<file path="config.mk">
export PLATFORM = sky130hd
export DESIGN_NAME = lcs_cell
export DESIGN_NICKNAME = d
export VERILOG_FILES = /design/src/rtl/lcs_pkg.sv /design/src/rtl/lcs_cell.sv
export SDC_FILE = /design/constraint.sdc
export NUM_CORES = 1
export LEC_CHECK = 0
export BUFFER_PORTS_ARGS = -buffer_cell sky130_fd_sc_hd__buf_2
export CAP_MARGIN = 10
export CORE_UTILIZATION = 52
export DETAILED_ROUTE_END_ITERATION = 6
export PLACE_DENSITY = 0.85
export SYNTH_ARGS = -nofsm -noshare
export SYNTH_HDL_FRONTEND = slang
export SYNTH_SLANG_ARGS = --single-unit
</file>
<file path="constraint.sdc">
create_clock -name clock -period 3.2 [get_ports clock]
set_input_delay 0.32 -clock clock [delete_from_list [all_inputs] [get_ports clock]]
set_output_delay 0.32 -clock clock [all_outputs]
set_load 0.005 [all_outputs]
</file>
<file path="src/rtl/lcs_pkg.sv">
// Shared types and codes for the LCS length engine.
// Used by lcs_cell and lcs_length_engine; depends on nothing else.
package lcs_pkg;

   localparam logic [1:0] KIND_LOAD   = 2'd0;
   localparam logic [1:0] KIND_QUERY  = 2'd1;
   localparam logic [1:0] KIND_FINISH = 2'd2;

   localparam logic [1:0] STATUS_OK        = 2'd0;
   localparam logic [1:0] STATUS_TRUNCATED = 2'd1;
   localparam logic [1:0] STATUS_ORDER     = 2'd2;

   localparam int unsigned SYM_W = 8;

   // Control part of a token moving down the cell chain.
   typedef struct packed {
      logic             valid;
      logic             finish;
      logic [SYM_W-1:0] symbol;
   } tok_ctrl_type;

endpackage

</file>
<file path="src/rtl/lcs_cell.sv">
// One cell of the systolic LCS chain: holds one reference byte and one DP entry.
// Depends on lcs_pkg for the token control struct.
module lcs_cell #(
   parameter int unsigned DW = 7
) (
   input  logic                 clock,
   input  logic                 reset,
   input  logic                 ref_wr,
   input  logic [7:0]           ref_symbol,
   input  logic                 next_loaded,
   output logic                 loaded,
   input  lcs_pkg::tok_ctrl_type tok_in,
   input  logic [DW-1:0]        up_in,
   input  logic [DW-1:0]        diag_in,
   input  logic [DW-1:0]        res_in,
   output lcs_pkg::tok_ctrl_type tok_out,
   output logic [DW-1:0]        up_out,
   output logic [DW-1:0]        diag_out,
   output logic [DW-1:0]        res_out
);
   import lcs_pkg::*;

   logic            loaded_ff, loaded_in;
   logic [7:0]      ref_ff, ref_in;
   logic [DW-1:0]   dp_ff, dp_in;
   logic            tok_valid_ff;
   logic            tok_finish_ff;
   logic [SYM_W-1:0] tok_symbol_ff;
   logic [DW-1:0]   up_ff, up_in_next;
   logic [DW-1:0]   diag_ff, diag_in_next;
   logic [DW-1:0]   res_ff, res_in_next;
   logic [DW-1:0]   cell_value;

   always_comb begin
      if (ref_ff == tok_in.symbol) begin
         cell_value = diag_in + DW'(1);
      end else if (up_in > dp_ff) begin
         cell_value = up_in;
      end else begin
         cell_value = dp_ff;
      end
   end

   always_comb begin
      loaded_in    = loaded_ff;
      ref_in       = ref_ff;
      dp_in        = dp_ff;
      up_in_next   = up_in;
      diag_in_next = diag_in;
      res_in_next  = res_in;
      if (ref_wr) begin
         loaded_in = 1'b1;
         ref_in    = ref_symbol;
      end
      if (tok_in.valid && tok_in.finish) begin
         // The last loaded cell drops its entry into the passing result.
         if (loaded_ff && !next_loaded) begin
            res_in_next = dp_ff;
         end
         loaded_in = 1'b0;
         dp_in     = '0;
      end else if (tok_in.valid && loaded_ff) begin
         dp_in        = cell_value;
         up_in_next   = cell_value;
         diag_in_next = dp_ff;
      end
   end

   always_ff @(posedge clock) begin
      if (reset) begin
         loaded_ff    <= 1'b0;
         dp_ff        <= '0;
         tok_valid_ff <= 1'b0;
      end else begin
         loaded_ff    <= loaded_in;
         dp_ff        <= dp_in;
         tok_valid_ff <= tok_in.valid;
      end
   end

   always_ff @(posedge clock) begin
      ref_ff        <= ref_in;
      tok_finish_ff <= tok_in.finish;
      tok_symbol_ff <= tok_in.symbol;
      up_ff         <= up_in_next;
      diag_ff       <= diag_in_next;
      res_ff        <= res_in_next;
   end

   assign loaded   = loaded_ff;
   assign tok_out  = {tok_valid_ff, tok_finish_ff, tok_symbol_ff};
   assign up_out   = up_ff;
   assign diag_out = diag_ff;
   assign res_out  = res_ff;

endmodule

</file>
# Yosys cells after proc, flatten, opt, wreduce, memory -nomap -nowiden
# Index checks and enable logic that the tools add are counted.
[totals] wordCells=25 register_bits=47 output_inout_bits=32
[op_classes] mux=8 add_sub_neg=1 reduce_logical=5 n_eq_ne=1 order_cmp=1
[ops] cell="7-bit 2-to-1 mux" count=8
[ops] cell="8-bit == test" count=1
[ops] cell="7-bit by 1-bit adder with 7-bit output (second input constant)" count=1
[ops] cell="7-bit > comparator" count=1
[ops] cell="1-bit logical AND" count=3
[ops] cell="2-bit OR reduction" count=1
[ops] cell="1-bit zero test" count=1

# Depth between registers and ports, before layout
# Gate-level depths: netlist (run 1).
[logic_depth] depth_word=5 ltp_mapped=8 ltp_nobuf=7

# Least setup slack after synthesis (run 1)
# OpenSTA, ideal clock, no wires.
[synth_timing] kind="flip-flop to flip-flop" from="register dp_ff[4]" to="register dp_ff[5]" path_stages_with_launch=8 arrival_ns=1.835 slack_ns=1.303 t_required_ns=3.138 path_buffers=0 synth_period_minus_slack_ns=1.897 path_cell_list="dfxtp_1 inv_1 ha_1 nand4_1 a21oi_1 o22ai_1 or4b_1 nand3_1"
[synth_between] elab_chain_cells=3
[synth_lines] element="start, declared" line_no="lcs_cell.sv:25" text="logic [DW-1:0] dp_ff, dp_in;"
[synth_lines] element="start signal, assigned" line_no="lcs_cell.sv:76" text="dp_ff <= dp_in;"
[synth_lines] element="7-bit > comparator" line_no="lcs_cell.sv:37" text="end else if (up_in > dp_ff) begin"
[synth_lines] element="7-bit 2-to-1 mux" line_no="lcs_cell.sv:37"
[synth_lines] element="7-bit 2-to-1 mux" line_no="lcs_cell.sv:35" text="if (ref_ff == tok_in.symbol) begin"
# No other way between the ends.
# A chain may end at the register's enable or synchronous reset.

# Worst setup path in the final report (run 1)
[layout_timing] from="register dp_ff[5]" to="register dp_ff[5]"
[layout_between] elab_chain_cells=3
[layout_lines] element="7-bit > comparator" line_no="lcs_cell.sv:37"
[layout_lines] element="7-bit 2-to-1 mux (*)" line_no="lcs_cell.sv:37"
[layout_lines] element="7-bit 2-to-1 mux (*)" line_no="lcs_cell.sv:35"
# Every way passes the cells marked *; elsewhere a longest branch is shown, timed or not.

==> results of run 1 <==
[power breakdown]
part	total, W	internal, W	switching (W)
logic	0.000184	0.0000813	0.000103
clock network	0.000362	0.000174	0.000188
registers	0.000654	0.000638	0.0000159
total	0.00120	0.000894	0.000306
[state kept, by name, summed over array words and instances (netlist names)]
register / cells
res_out: 7
diag_out: 7
loaded: 1
tok_finish_ff: 1
dp_ff: 7
tok_valid_ff: 1
tok_symbol_ff: 8
ref_ff: 8
up_out: 7
[logic make-up after synthesis]
family | after synthesis
buf+inv | 15
compound gates | 50
simple gates | 55
fa+ha+maj | 8
mux | 7
xor+xnor | 12
flops | 47
[worst max-delay path: stages (launching register included)]
cell	delay, ns
dfxtp_1	0.44
inv_1	0.08
ha_1	0.29
nand4_1	0.13
a21oi_1	0.26
o22ai_1	0.27
or4b_1	0.55
nand3_1	0.09
[cell type report]
| class | count | area [sq um] |
|---|---|---|
| flip-flops and latches | 47 | 1020 |
| repair buffers | 75 | 378 |
| fillers | 312 | 1190 |
| multi-input cells | 132 | 941 |
| inverters | 8 | 30.0 |
| clock buffers | 7 | 86.3 |
| clock inverters | 1 | 5.00 |
| well taps | 48 | 60.1 |
[path summary, 6_finish.rpt]
| kind | startpoint | end | cells past startpoint |
|---|---|---|---|
| worst max register to register | dp_ff[5] | dp_ff[5] | 7 |
| worst max-delay path | dp_ff[5] | dp_ff[5] | 7 |
| worst min register to register | loaded | loaded | 1 |
| worst min-delay path | tok_in[5] | tok_symbol_ff[5] | 1 |
[metal layers]
metal  vias to the layer above  share of wire, %  routed length, microns  track usage (%)
met5                         -                 0                       0                0
met4                         0               1.9                      84             7.78
met3                         9               8.4                     378             6.34
met2                        78                46                    2080             35.0
met1                       774                43                    1960             29.4
li1                        865                 -                       -                -
[metrics by stage]
step,cells,power [W],hold WS (ns),area [sq um]
5_1_grt,318,0.00125,0.138,2520
3_3_place_gp,310,0.000845,0.448,2430
4_1_cts,318,0.00120,0.146,2520
3_5_place_dp,310,0.000850,0.452,2430
6_report,318,0.00120,0.147,2520
2_1_floorplan,194,0.000770,0.348,2040
[cells in the final DEF, fill, tap and decap left out, types with 3 or more instances in the layout]
master and instances:
ha_1 8, nor2_1 4, nand4_1 5, inv_1 8
buf_2 74, edfxtp_1 8, a2bb2oi_1 6, a21oi_1 4
o21ai_0 14, clkbuf_8 6, mux2_2 7, nand2_1 21
dfxtp_1 39, nand3_1 11, a31oi_1 5, o31ai_1 6
xor2_1 10, nand3b_1 3, o211ai_1 5
==> impl_metrics.json, run 1 <==
{
  "status": "complete, no violations",
  "cts-htree-levels": 2,
  "place_congestion": 0.938,
  "muxShareOfSynthArea_pct": 3.86,
  "grt_antenna_before_repair": 0,
  "grt-ovfl-total": 0,
  "critPathLaunchType": "flop",
  "drt_iter0_drc": 149,
  "synth_nets": 245,
  "grtUsageTotal_pct": 22.3,
  "grt_max_degree": 17,
  "synthCells": 194,
  "synthTopCellsByArea": "dfxtp_1 (38%), edfxtp_1 (12%), ha_1 (4.9%)",
  "cts_tree": "done",
  "fp.dieW_microns": 64.6,
  "nNetsFinal": 320,
  "finalSetupViolCount": 0,
  "clk_latency_ns": 0.30,
  "yosysMostFrequentCell": "dfxtp_1",
  "fmax_mhz": 459,
  "synth_area_sq_um": 2040,
  "cts_sinks": 47,
  "leakagePower_nw": 1.07,
  "cp_max_fo": 7,
  "rows": 22,
  "synth_top_area_share_pct": 38.3,
  "critPathKind": "reg2reg",
  "synth_top_family_by_area": "compound AO/OA/AOI/OAI gates",
  "place_ws_ns": 1.06,
  "finalCritPeriodShare_pct": 68.1,
  "hp-class": "in2reg",
  "viasPerCell": 5.43,
  "grt_pass1_vias": 1548,
  "synth_common_cells": "dfxtp_1 (39), nand2_1 (21), o21ai_0 (14)",
  "syn_area_per_cell_sq_um": 10.5,
  "drt_first_pass_iters": 4,
  "ant_nets": 0,
  "yosys_most_used_dff": "dfxtp_1",
  "hpwl_microns": 3470,
  "period_minus_slack_ns": 2.18,
  "synth_edf_count": 8,
  "start_util_pct": 54.9,
  "rsz0062_at_grt": "false",
  "drc_errors": 0,
  "synthXorXnorAreaFrac_pct": 5.52,
  "hold_viol": 0,
  "post_cts_resized": 0,
  "relSlewSlack_pct": 57.3,
  "area_delta_synth_final_pct": 23.5,
  "setup_ws_ns": 1.02,
  "synth_compound_gate_area_share_pct": 16.7,
  "post-cts-setup-buffers": 0,
  "required_ns": 3.44,
  "synth_cell_types": 38,
  "cts_buffers": 5,
  "grt_pass1_wl_microns": 6990,
  "worst_slew_pin_slew_ns": 0.635,
  "yosysTopAreaCell": "dfxtp_1",
  "fin_util_pct": 67.8,
  "fp.dieH_microns": 64.6,
  "power_density_nw_per_um2": 476,
  "port_buffers": 74,
  "core_sq_um": 3720,
  "irDropWorstVdd_v": 0.000311,
  "synthAdderAreaFrac_pct": 4.90,
  "maxCapViolations": 0,
  "ys_seq_area_share_pct": 50.0,
  "drive_above_1_share_pct": 35.2,
  "max-clock-path-buffers": 2,
  "cts_root_buffer": "clkbuf_8",
  "crit_arrival_ns": 2.42,
  "vias": 1726,
  "fin_skew_ns": 0.00757,
  "ys_ff_latch": 47,
  "endpoint_kind": "flop",
  "io_pins": 75,
  "setup_tns_ns": 0,
  "finalMaxSlewViolations": 0,
  "path_clk_slew_ns": 0.08,
  "totalWireLength_microns": 4500,
  "synthSimpleGateAreaFrac_pct": 15.1,
  "drt-wirelength-per-cell_microns": 14.2,
  "yosys_warnings": 0,
  "ctsHoldBuffers": 0,
  "dieArea_sq_um": 4180,
  "n_antenna_cell": 0,
  "synthArstFlopShare_pct": 0,
  "ff2ff_setup_slack_ns": 1.02
}
No activity file was read; power rests on OpenSTA's default activity.
==> inputs of run 2 (changes only) <==
- CORE_UTILIZATION: 52 -> 44
- PLACE_DENSITY: 0.85 -> 0.77
- clock period: 3.2 -> 1.9 ns (I/O delays scaled with it)
==> run 2 against run 1 <==
Clock power grew 110%; clock skew grew 0.0047 ns; worst setup slack lost 0.99 ns; sequential share of layout area shrank 3.7 points; worst hold slack lost 0.14 ns; register-to-register slack lost 0.99 ns; sequential power grew 68%; power grew 87%; fmax grew 17%; critical path depth is the same; sequential cell count is the same; combinational power grew 110%; critical path type unchanged; largest cell class unchanged.
==> impl_metrics.json, run 2 (synthesized netlist as in run 1, its figures left out) <==
{
  "status": "complete, no violations",
  "grt_pass1_vias": 1673,
  "path_cells": "inv_1, ha_1, nand4_1, a21oi_2, o22ai_2, or4b_4, nand3_1",
  "leakagePower_nw": 1.21,
  "critPathLaunchType": "flop",
  "fp.dieH_microns": 70.1,
  "finalMaxSlewViolations": 0,
  "drt_iter0_drc": 87,
  "grt.busiest_layer": "met2",
  "irDropWorstVdd_v": 0.000477,
  "finalSetupViolCount": 0,
  "viasPerCell": 5.45,
  "instances_no_fill": 340,
  "relSlewSlack_pct": 67.8,
  "power_density_nw_per_um2": 806,
  "cts-htree-levels": 2,
  "ctsHoldBuffers": 0,
  "fmax_mhz": 536,
  "setup_ws_ns": 0.0328,
  "worst_slew_pin_slew_ns": 0.479,
  "place_congestion": 0.905,
  "grt_antenna_before_repair": 0,
  "crit_arrival_ns": 2.12,
  "io_pins": 75,
  "maxCapViolations": 0,
  "fillers": 361,
  "hold_slack_ns": 0.00425,
  "cts_tree": "done",
  "cp_max_fo": 3,
  "grt_pass1_wl_microns": 7820,
  "regArea_sq_um": 1030,
  "crit_path_max_incr_delay_ns": 0.52,
  "placedCellCount": 330,
  "dpl_cell_area_sq_um": 2570,
  "start_util_pct": 46.2,
  "use_met1_pct": 27.9,
  "fp.dieW_microns": 70.1,
  "place_ws_ns": -0.0704,
  "drt_first_pass_iters": 4,
  "endpoint_kind": "flop",
  "drc_errors": 0,
  "fin_skew_ns": 0.0123,
  "final_cell_mix": "buf_2 (74), dfxtp_1 (35), nand2_1 (21)",
  "fin_area_sq_um": 2790,
  "grt_max_degree": 15,
  "nNetsFinal": 338,
  "reg_top3": "ref_ff: 8 flops, tok_symbol_ff: 8 flops",
  "finalCritPeriodShare_pct": 98.3,
  "rows": 24,
  "core_sq_um": 4410,
  "multiInputGateArea_sq_um": 1030,
  "path_clk_slew_ns": 0.09,
  "hold_viol": 0,
  "use_met3_pct": 5.48,
  "clk_latency_ns": 0.31,
  "required_ns": 2.15,
  "totalWireLength_microns": 5200,
  "vias": 1853,
  "final_common_cell": "buf_2",
  "critPathKind": "reg2reg",
  "grt-ovfl-total": 0,
  "grtUsageTotal_pct": 20.7,
  "cts_root_buffer": "clkbuf_8",
  "dieArea_sq_um": 4910,
  "n_antenna_cell": 0,
  "hp-class": "in2reg",
  "cts_sinks": 47,
  "ant_nets": 0,
  "period_minus_slack_ns": 1.87,
  "cp_slowest_cell": "or4b_4",
  "finalPower_w": 0.00225,
  "port_buffers": 74,
  "drive_above_1_share_pct": 45.8,
  "area_delta_synth_final_pct": 36.8,
  "hpwl_microns": 3730,
  "max-clock-path-buffers": 2,
  "met2_usage_pct": 31.8,
  "cts_buffers": 5,
  "drt-wirelength-per-cell_microns": 15.3
}
-- run 2: changes by cell type in the layout (fill, tap and decap cells not counted), sizes merged --
cell	previous run	this run
bufinv	0	1
buf	75	93
clkbuf	7	6
-- run 2: metal layers --
metal / part of all wire [%] / vias to the layer above
met5: 0 / -
met4: 1.6 / 0
met3: 7.5 / 11
met2: 46 / 89
met1: 45 / 858
li1: - / 895
-- run 2: final timing paths --
check | from | end | slack [ns] | cells past startpoint
max | dp_ff[4] | dp_ff[5] | 0.03 | 7
min | tok_in[3] | tok_symbol_ff[3] | 0.004 | 1
max reg2reg | dp_ff[4] | dp_ff[5] | 0.03 | 7
min reg2reg | dp_ff[6] | dp_ff[6] | 0.49 | 2
-- run 2: metrics by stage --
stage	util, %	TNS [ns]
after CTS	61.2	0
final	63.3	0
after global placement	58.2	0
after floorplan	-	0
after detailed placement	58.2	-0.107
after global routing	63.3	-0.0395
-- run 2: report_power, final --
part	internal (W)	total, W	switching [W]
combinational	0.000184	0.000386	0.000202
clock	0.000426	0.000767	0.000341
sequential	0.00107	0.00110	0.0000222
-- run 2: repair_timing --
action,CTS,global route
endpoints found under the setup margin,3,12
setup buffers,0,2
pin swaps,1,5
resized for setup,5,16
-- run 2: layout make-up --
type                       instances  share of cell area [%]
sequential                        47                    36.8
inverter                           8                    1.08
clock inverter                     2                    1.25
timing repair buffer              93                    18.8
multi-input combinational        132                    36.7
tap                               52                    2.33
clock buffer                       6                    2.96
-- run 2: critical path: cells and delay by family (launching register included) --
kind / cells / cell delay (ns)
AO/OA/AOI/OAI: 2 / 0.34
flip-flops: 1 / 0.34
buffers and inverters: 1 / 0.05
AND/OR/NAND/NOR: 3 / 0.78
adder cells (fa/ha/maj): 1 / 0.29
